`src/rtl/bdq_pkg.sv`:
```
// Shared types and codes for the bounded deque with delete-by-value.
package bdq_pkg;

  localparam logic [3:0] REQ_ADD_FRONT  = 4'd0;
  localparam logic [3:0] REQ_ADD_BACK   = 4'd1;
  localparam logic [3:0] REQ_DEL_FRONT  = 4'd2;
  localparam logic [3:0] REQ_DEL_BACK   = 4'd3;
  localparam logic [3:0] REQ_DEL_VALUE  = 4'd4;
  localparam logic [3:0] REQ_CLEAR      = 4'd5;
  localparam logic [3:0] REQ_READ_ALL   = 4'd6;
  localparam logic [3:0] REQ_READ_FIRST = 4'd7;
  localparam logic [3:0] REQ_READ_LAST  = 4'd8;

  localparam logic [2:0] KIND_ENTRY   = 3'd0;
  localparam logic [2:0] KIND_DONE    = 3'd1;
  localparam logic [2:0] KIND_EMPTY   = 3'd2;
  localparam logic [2:0] KIND_FULL    = 3'd3;
  localparam logic [2:0] KIND_MISSING = 3'd4;

  typedef struct packed {
    logic [3:0]         req_type;
    logic signed [31:0] item_value;
    logic [15:0]        how_many;
  } req_t;

  typedef struct packed {
    logic signed [31:0] out_value;
    logic [2:0]         result_kind;
    logic               last_flag;
  } rsp_t;

  typedef struct packed {
    logic       latch_req;
    logic       add_front;
    logic       add_back;
    logic       del_front;
    logic       shrink;
    logic       clear;
    logic       search_setup;
    logic       read_setup;
    logic       mem_rd;
    logic       rd_next;
    logic       shift_wr;
    logic       pos_inc;
    logic       set_kind;
    logic [2:0] kind;
    logic       emit_entry;
    logic       emit_status;
  } cmd_t;

  typedef struct packed {
    logic [3:0] req_type;
    logic       empty;
    logic       full;
    logic       n_zero;
    logic       match;
    logic       pos_at_last;
    logic       pos_at_end;
    logic       out_free;
  } stat_t;

endpackage

```
`src/rtl/bdq_ctrl.sv`:
```
// Request sequencer: decodes a transaction and steps the datapath through it.
module bdq_ctrl (
  input  logic           clk,
  input  logic           rst,
  input  logic           req_valid,
  output logic           req_ready,
  input  bdq_pkg::stat_t stat,
  output bdq_pkg::cmd_t  cmd
);

  localparam logic [2:0] S_IDLE     = 3'd0;
  localparam logic [2:0] S_DECODE   = 3'd1;
  localparam logic [2:0] S_SRCH_RD  = 3'd2;
  localparam logic [2:0] S_SRCH_CMP = 3'd3;
  localparam logic [2:0] S_SHIFT_RD = 3'd4;
  localparam logic [2:0] S_SHIFT_WR = 3'd5;
  localparam logic [2:0] S_RD_ISSUE = 3'd6;
  localparam logic [2:0] S_RD_EMIT  = 3'd7;

  logic [2:0] state, state_next;
  logic       in_stat, in_stat_next;

  assign req_ready = (state == S_IDLE) && !in_stat;

  always_ff @(posedge clk) begin
    if (rst) begin
      state   <= S_IDLE;
      in_stat <= 1'b0;
    end else begin
      state   <= state_next;
      in_stat <= in_stat_next;
    end
  end

  always_comb begin
    cmd          = '0;
    state_next   = state;
    in_stat_next = in_stat;
    if (in_stat) begin
      // status result pending
      if (stat.out_free) begin
        cmd.emit_status = 1'b1;
        in_stat_next    = 1'b0;
        state_next      = S_IDLE;
      end
    end else begin
      unique case (state)
        S_IDLE: begin
          if (req_valid) begin
            cmd.latch_req = 1'b1;
            state_next    = S_DECODE;
          end
        end
        S_DECODE: begin
          cmd.set_kind = 1'b1;
          cmd.kind     = bdq_pkg::KIND_DONE;
          in_stat_next = 1'b1;
          state_next   = S_IDLE;
          unique case (stat.req_type)
            bdq_pkg::REQ_ADD_FRONT: begin
              if (stat.full) cmd.kind = bdq_pkg::KIND_FULL;
              else cmd.add_front = 1'b1;
            end
            bdq_pkg::REQ_ADD_BACK: begin
              if (stat.full) cmd.kind = bdq_pkg::KIND_FULL;
              else cmd.add_back = 1'b1;
            end
            bdq_pkg::REQ_DEL_FRONT: begin
              if (stat.empty) cmd.kind = bdq_pkg::KIND_EMPTY;
              else cmd.del_front = 1'b1;
            end
            bdq_pkg::REQ_DEL_BACK: begin
              if (stat.empty) cmd.kind = bdq_pkg::KIND_EMPTY;
              else cmd.shrink = 1'b1;
            end
            bdq_pkg::REQ_DEL_VALUE: begin
              if (stat.empty) begin
                cmd.kind = bdq_pkg::KIND_EMPTY;
              end else begin
                cmd.set_kind     = 1'b0;
                cmd.search_setup = 1'b1;
                in_stat_next     = 1'b0;
                state_next       = S_SRCH_RD;
              end
            end
            bdq_pkg::REQ_CLEAR: begin
              cmd.clear = 1'b1;
            end
            bdq_pkg::REQ_READ_ALL, bdq_pkg::REQ_READ_FIRST,
            bdq_pkg::REQ_READ_LAST: begin
              cmd.read_setup = 1'b1;
              if (stat.n_zero) begin
                cmd.kind = bdq_pkg::KIND_EMPTY;
              end else begin
                cmd.set_kind = 1'b0;
                in_stat_next = 1'b0;
                state_next   = S_RD_ISSUE;
              end
            end
            default: begin
              cmd.kind = bdq_pkg::KIND_EMPTY;
            end
          endcase
        end
        S_SRCH_RD: begin
          cmd.mem_rd = 1'b1;
          state_next = S_SRCH_CMP;
        end
        S_SRCH_CMP: begin
          if (stat.match) begin
            state_next = S_SHIFT_RD;
          end else if (stat.pos_at_last) begin
            cmd.set_kind = 1'b1;
            cmd.kind     = bdq_pkg::KIND_MISSING;
            in_stat_next = 1'b1;
            state_next   = S_IDLE;
          end else begin
            cmd.pos_inc = 1'b1;
            state_next  = S_SRCH_RD;
          end
        end
        S_SHIFT_RD: begin
          if (stat.pos_at_last) begin
            cmd.shrink   = 1'b1;
            cmd.set_kind = 1'b1;
            cmd.kind     = bdq_pkg::KIND_DONE;
            in_stat_next = 1'b1;
            state_next   = S_IDLE;
          end else begin
            cmd.mem_rd  = 1'b1;
            cmd.rd_next = 1'b1;
            state_next  = S_SHIFT_WR;
          end
        end
        S_SHIFT_WR: begin
          cmd.shift_wr = 1'b1;
          cmd.pos_inc  = 1'b1;
          state_next   = S_SHIFT_RD;
        end
        S_RD_ISSUE: begin
          cmd.mem_rd = 1'b1;
          state_next = S_RD_EMIT;
        end
        S_RD_EMIT: begin
          if (stat.out_free) begin
            cmd.emit_entry = 1'b1;
            cmd.pos_inc    = 1'b1;
            state_next     = stat.pos_at_end ? S_IDLE : S_RD_ISSUE;
          end
        end
        default: begin
          state_next = S_IDLE;
        end
      endcase
    end
  end

endmodule

```
`src/rtl/bdq_dpath.sv`:
```
// Datapath: circular entry store, front/count pointers, walk counter, output register.
module bdq_dpath #(
  parameter int CAPACITY = 32
) (
  input  logic           clk,
  input  logic           rst,
  input  bdq_pkg::req_t  req,
  input  bdq_pkg::cmd_t  cmd,
  output bdq_pkg::stat_t stat,
  output logic           rsp_valid,
  input  logic           rsp_ready,
  output bdq_pkg::rsp_t  rsp
);

  localparam int IW = (CAPACITY > 1) ? $clog2(CAPACITY) : 1;
  localparam int CW = $clog2(CAPACITY + 1);

  logic signed [31:0] mem [CAPACITY];
  logic signed [31:0] rdata;
  bdq_pkg::req_t      req_q;
  logic [IW-1:0]      front;
  logic [CW-1:0]      count;
  logic [CW-1:0]      pos;
  logic [CW-1:0]      end_pos;
  logic [2:0]         kind;

  logic [IW-1:0]      front_dec;
  logic [IW-1:0]      raddr;
  logic [IW-1:0]      waddr;
  logic signed [31:0] wdata;
  logic               mem_we;
  logic [CW-1:0]      n_sel;
  logic [CW-1:0]      start_sel;
  logic [CW:0]        pos_p1;
  logic [15:0]        count_ext;

  function automatic logic [IW-1:0] slot(input logic [IW-1:0] base, input logic [CW:0] off);
    logic [CW+1:0] sum;
    sum = (CW+2)'(base) + (CW+2)'(off);
    if (sum >= (CW+2)'(CAPACITY)) sum = sum - (CW+2)'(CAPACITY);
    return sum[IW-1:0];
  endfunction

  assign front_dec = (front == '0) ? IW'(CAPACITY - 1) : front - 1'b1;
  assign pos_p1    = (CW+1)'(pos) + 1'b1;
  assign raddr     = slot(front, cmd.rd_next ? pos_p1 : (CW+1)'(pos));
  assign count_ext = 16'(count);

  always_comb begin
    mem_we = cmd.add_front | cmd.add_back | cmd.shift_wr;
    wdata  = cmd.shift_wr ? rdata : req_q.item_value;
    priority if (cmd.add_front) waddr = front_dec;
    else if (cmd.add_back)      waddr = slot(front, (CW+1)'(count));
    else                        waddr = slot(front, (CW+1)'(pos));
  end

  always_comb begin
    if (req_q.req_type == bdq_pkg::REQ_READ_ALL) n_sel = count;
    else if (req_q.how_many < count_ext)         n_sel = req_q.how_many[CW-1:0];
    else                                         n_sel = count;
    start_sel = (req_q.req_type == bdq_pkg::REQ_READ_LAST) ? count - n_sel : '0;
  end

  always_ff @(posedge clk) begin
    if (mem_we) mem[waddr] <= wdata;
    if (cmd.mem_rd) rdata <= mem[raddr];
    if (cmd.latch_req) req_q <= req;
    if (cmd.set_kind) kind <= cmd.kind;
  end

  always_ff @(posedge clk) begin
    if (rst) begin
      front <= '0;
      count <= '0;
    end else begin
      priority if (cmd.clear) begin
        front <= '0;
        count <= '0;
      end else if (cmd.add_front) begin
        front <= front_dec;
        count <= count + 1'b1;
      end else if (cmd.add_back) begin
        count <= count + 1'b1;
      end else if (cmd.del_front) begin
        front <= slot(front, (CW+1)'(1));
        count <= count - 1'b1;
      end else if (cmd.shrink) begin
        count <= count - 1'b1;
      end
    end
  end

  always_ff @(posedge clk) begin
    priority if (cmd.search_setup) begin
      pos <= '0;
    end else if (cmd.read_setup) begin
      pos     <= start_sel;
      end_pos <= start_sel + n_sel;
    end else if (cmd.pos_inc) begin
      pos <= pos_p1[CW-1:0];
    end
  end

  always_ff @(posedge clk) begin
    if (rst) begin
      rsp_valid <= 1'b0;
    end else if (cmd.emit_entry || cmd.emit_status) begin
      rsp_valid <= 1'b1;
    end else if (rsp_ready) begin
      rsp_valid <= 1'b0;
    end
  end

  always_ff @(posedge clk) begin
    if (cmd.emit_entry) begin
      rsp.out_value   <= rdata;
      rsp.result_kind <= bdq_pkg::KIND_ENTRY;
      rsp.last_flag   <= (pos_p1 == (CW+1)'(end_pos));
    end else if (cmd.emit_status) begin
      rsp.out_value   <= '0;
      rsp.result_kind <= kind;
      rsp.last_flag   <= 1'b1;
    end
  end

  assign stat.req_type    = req_q.req_type;
  assign stat.empty       = (count == '0);
  assign stat.full        = (count == CW'(CAPACITY));
  assign stat.n_zero      = (n_sel == '0);
  assign stat.match       = (rdata == req_q.item_value);
  assign stat.pos_at_last = (pos_p1 == (CW+1)'(count));
  assign stat.pos_at_end  = (pos_p1 == (CW+1)'(end_pos));
  assign stat.out_free    = !rsp_valid || rsp_ready;

endmodule

```
`src/rtl/bounded_deque_with_value_delete.sv`:
```
// Top level of the bounded deque with delete-by-value.
// Holds up to CAPACITY signed 32-bit entries in a circular single-port store with a
// registered read. One request is handled at a time; a new request is taken once the
// previous one has produced all of its results into the output register (the last result
// may still be waiting there). Add, delete front/back and clear act on the pointers and
// then return a status result. Reads fetch each entry from the store before emitting it
// and wait while the output register is still full. Delete by value walks the store,
// first searching and then shifting; search and shift together touch each entry once.
// Each step waits on the store's single read port with its registered output.
module bounded_deque_with_value_delete #(
  parameter int CAPACITY = 32
) (
  input  logic          clk,
  input  logic          rst,
  input  logic          req_valid,
  output logic          req_ready,
  input  bdq_pkg::req_t req,
  output logic          rsp_valid,
  input  logic          rsp_ready,
  output bdq_pkg::rsp_t rsp
);

  bdq_pkg::cmd_t  cmd;
  bdq_pkg::stat_t stat;

  bdq_ctrl u_ctrl (
    .clk       (clk),
    .rst       (rst),
    .req_valid (req_valid),
    .req_ready (req_ready),
    .stat      (stat),
    .cmd       (cmd)
  );

  bdq_dpath #(
    .CAPACITY (CAPACITY)
  ) u_dpath (
    .clk       (clk),
    .rst       (rst),
    .req       (req),
    .cmd       (cmd),
    .stat      (stat),
    .rsp_valid (rsp_valid),
    .rsp_ready (rsp_ready),
    .rsp       (rsp)
  );

endmodule

```
`config.mk`:
```
export PLATFORM = sky130hd
export DESIGN_NAME = bounded_deque_with_value_delete
export DESIGN_NICKNAME = d
export VERILOG_FILES = /design/src/rtl/bdq_pkg.sv /design/src/rtl/bdq_ctrl.sv /design/src/rtl/bdq_dpath.sv /design/src/rtl/bounded_deque_with_value_delete.sv
export SDC_FILE = /design/constraint.sdc
export NUM_CORES = 1
export LEC_CHECK = 0
export BUFFER_PORTS_ARGS = -buffer_cell sky130_fd_sc_hd__buf_2
export CORE_MARGIN = 8
export CORE_UTILIZATION = 40
export CTS_CLUSTER_SIZE = 20
export DETAILED_ROUTE_END_ITERATION = 7
export GPL_TIMING_DRIVEN = 0
export SKIP_CTS_REPAIR_TIMING = 1
export SLEW_MARGIN = 25
export SYNTH_ARGS = -nofsm -noshare
export SYNTH_HDL_FRONTEND = slang
export SYNTH_HIERARCHICAL = 1
export SYNTH_SLANG_ARGS = --single-unit
```
`constraint.sdc`:
```
create_clock -name clk -period 9.6 [get_ports clk]
set_clock_uncertainty 0.15 [all_clocks]
set_input_delay 1.44 -clock clk [delete_from_list [all_inputs] [get_ports clk]]
set_output_delay 1.44 -clock clk [all_outputs]
set_load 0.01 [all_outputs]
```
==> metrics.txt <==
run status finished clean; Setup Viol. Count Final 0; kind of critical path register to register; number of cells after detailed placement 3880; GR Overflow Total 0; starting density of the core 0.4039; sinks on the clock net about 1200; total negative slack for setup checks 0 ns; Leakage about 17 nW; reg-to-reg critical path endpoint u_dpath/rdata[0]$_DFFE_PP_; share of async-settable or async-resettable flops after synthesis 0; First DRT Iteration DRCs between 3000 and 4000; die boundary height 358.8 um; Worst setup SP type register; Bufs on Longest Clock Path 3; final number of hold-violating endpoints 0; Fmax around 140 MHz; Non-Filler Instances slightly above 4000; ratio of cells with drive above 1 in the final layout 0.3239; maximum capacitance violations 0; final cycle utilization of the critical path 0.7395; First-pass DRT Iterations 7; pin count of the biggest net entering global routing 33; cell area after technology mapping about 47000 um^2; CTS tree done; Min-Delay Startpoint u_dpath/rsp[3]$_SDFFE_PP0P_; gate count of the mapped netlist around 2200; crit path from u_dpath/pos[1]$_SDFFE_PP0P_; cell type contributing the most total cell area after synthesis sky130_fd_sc_hd__edfxtp_1; Syn-to-layout area delta 17.50%; syn avg cell area ~21 um^2; number of global-route vias before repair 24300; Ys Warns 6; Worst VDD drop about 0.19 mV; placed inst area just over 50000 um^2; Final ANT Viol Nets 0; detailed-route via count 23710; PortBufs between 90 and 100; hold crit path type register to register; number of synthesized register bits 1175; final worst path period need about 7 ns; total clock buffers created by CTS ~120; arrival time of data at the critical path endpoint around 7.4 ns; Remaining DRCs 0; final net count between 2000 and 3000; fraction of the yosys area taken by sequential cells 0.7455; die footprint about 130000 um^2; CP most frequent cell sky130_fd_sc_hd__clkbuf_1; post-route worst hold slack between 0.3 and 0.4 ns; number of cells on the worst reg-to-reg path 16; number of synthesized flops with an enable pin ~1200; flop2flop setup slack 2.50 ns; Final Wtd Congestion about 0.81; remaining max-slew budget at the tightest pin 0.2521; leading post-synthesis cells by instance count sky130_fd_sc_hd__edfxtp_1 (1150), sky130_fd_sc_hd__mux4_2 (320), sky130_fd_sc_hd__nor2_1 (86); Vias/cell 5.778; power density over the cells roughly 250 nW/um^2; average routed wire per standard cell a little over 30 um; number of primary I/O pins between 90 and 100; highest net fanout along the worst path 10; Root Buffer Master sky130_fd_sc_hd__clkbuf_16; most used flip-flop cell after synthesis sky130_fd_sc_hd__edfxtp_1; largest cells by area after synthesis sky130_fd_sc_hd__edfxtp_1 (73%), sky130_fd_sc_hd__mux4_2 (15%), sky130_fd_sc_hd__mux2_2 (1.7%); summed area of non-filler cells in the final layout ~55000 um^2; width of the die roughly 360 um; post-synth net total between 2000 and 2500; Final Routed Wirelength approximately 120000 um; core region area approximately 120000 um^2; Placement Rows about 130; count of cell types in the netlist 74; worst path required time 9.89 ns; fraction of synthesized cell area taken by the top area cell type 0.7348; Max H-tree Level 3; critical-path cell with the highest stage delay sky130_fd_sc_hd__clkbuf_1; most common cell in the synthesized netlist sky130_fd_sc_hd__edfxtp_1; peak per-stage delay on the critical path ~0.9 ns; worst-margin pin slew around 1.1 ns; clock-pin slew of the registers on the worst-case setup and hold paths around 0.06 ns; capturing element of the worst setup path u_dpath/rdata[0]$_DFFE_PP_; worst-path cell chain ha_1, clkbuf_1, xor2_1, xnor2_1, nand4_1, nor4_1, nor4_2, xor2_1, ha_1, inv_1, fa_1, clkbuf_1, clkbuf_1, mux4_2, mux4_2, mux2_2; source of the worst register-to-register timing path u_dpath/pos[1]$_SDFFE_PP0P_; sort of element at the end of the critical path register; wire length of the first global-routing pass roughly 180000 um; DPL Wire Length about 83000 um; Worst-Skew Late Latency about 0.74 ns; overall fraction of global-route tracks in use 0.1929; total count of max-transition violations in the final report 0; RSZ-0062 raised after global routing false; antenna violations before repair 10
layer usage:
metal / GRT usage / vias up / part of all wire
met3: 0.03850 / 177 / 0.091
li1: - / 9688 / -
met5: 0 / - / 0.00012
met2: 0.3105 / 1157 / 0.48
met4: 0.04172 / 2 / 0.020
met1: 0.2736 / 12680 / 0.41
cell families (layout without fill, tap and decap cells):
group | count (synthesis) | in the layout | synth area share
flip-flops | 1175 | 1175 | 0.7455
other | 0 | 1 | 0
adder cells (fa/ha/maj) | 32 | 32 | 0.009159
buffers and inverters | 148 | 532 | 0.01334
XOR/XNOR | 83 | 83 | 0.01563
multiplexers | 395 | 395 | 0.1712
AO/OA/AOI/OAI | 99 | 99 | 0.01507
AND/OR/NAND/NOR | 262 | 262 | 0.03011
worst min-delay path by stage:
stage,slack (ns),to,cells after the start
finish,0.35,u_dpath/rsp[3]$_SDFFE_PP0P_,2
floorplan,0.31,u_dpath/rsp[1]$_SDFFE_PP0P_,2
CTS,0.35,u_dpath/rsp[3]$_SDFFE_PP0P_,2
global route,0.35,u_dpath/rsp[3]$_SDFFE_PP0P_,2
detailed placement,0.33,u_dpath/rsp[3]$_SDFFE_PP0P_,2
global placement,0.32,u_dpath/rsp[1]$_SDFFE_PP0P_,2
power breakdown:
part           switching, W  internal, W  total, W
Clock               0.00197      0.00259   0.00456
Sequential        0.0000799      0.00598   0.00606
Combinational       0.00179      0.00131   0.00309
Total               0.00384      0.00987    0.0137
flip-flops by register name, summed over array words and instances (netlist names), 3 cells and up:
name	count
u_dpath/kind	3
u_dpath/req_q	48
u_dpath/pos	6
u_dpath/end_pos	6
u_ctrl/state	3
u_dpath/mem	1024
u_dpath/rsp	36
u_dpath/rdata	32
u_dpath/count	6
u_dpath/front	5
u_dpath/stat	4
area by class of cell:
class	count	area, um^2
diodes	1	2.502
plain buffers	111	496.7
clock buffers	143	3078
clock inverters	79	775.7
fillers	9507	61150
inverters	37	141.4
multi-input cells	871	11630
flip-flops and latches	1175	35030
well taps	1524	1907
repair buffers	162	2152
per-stage QoR:
step	worst slack [ns]	utilization	total power (W)
detailed placement	2.524	0.4414	0.009268
global placement	1.212	0.4242	0.009127
floorplan	4.209	-	0.008114
CTS	2.412	0.4745	0.01381
finish	2.501	0.4745	0.01371
global route	2.176	0.4745	0.01417
worst max-delay path, delay by kind of cell (launching register included):
kind / cells / cell delay, ns
XOR/XNOR: 3 / 0.67
adder cells (fa/ha/maj): 3 / 1.20
buffers and inverters: 4 / 1.96
flip-flops: 1 / 0.47
multiplexers: 3 / 1.20
AND/OR/NAND/NOR: 3 / 1.17
cells in the final DEF, fill, tap and decap left out, drive strengths merged, types with 11 or more instances in the layout:
master,n
nor4,17
xnor2,38
mux4,320
clkinv,61
xor2,45
nand4,14
nand2,35
a21oi,25
edfxtp,1150
clkbuf,208
ha,28
inv,41
buf,208
o21ai,15
mux2,70
dfxtp,25
and2,37
nand2b,11
bufinv,11
nor2,87
(Power assumes the default switching activity.)
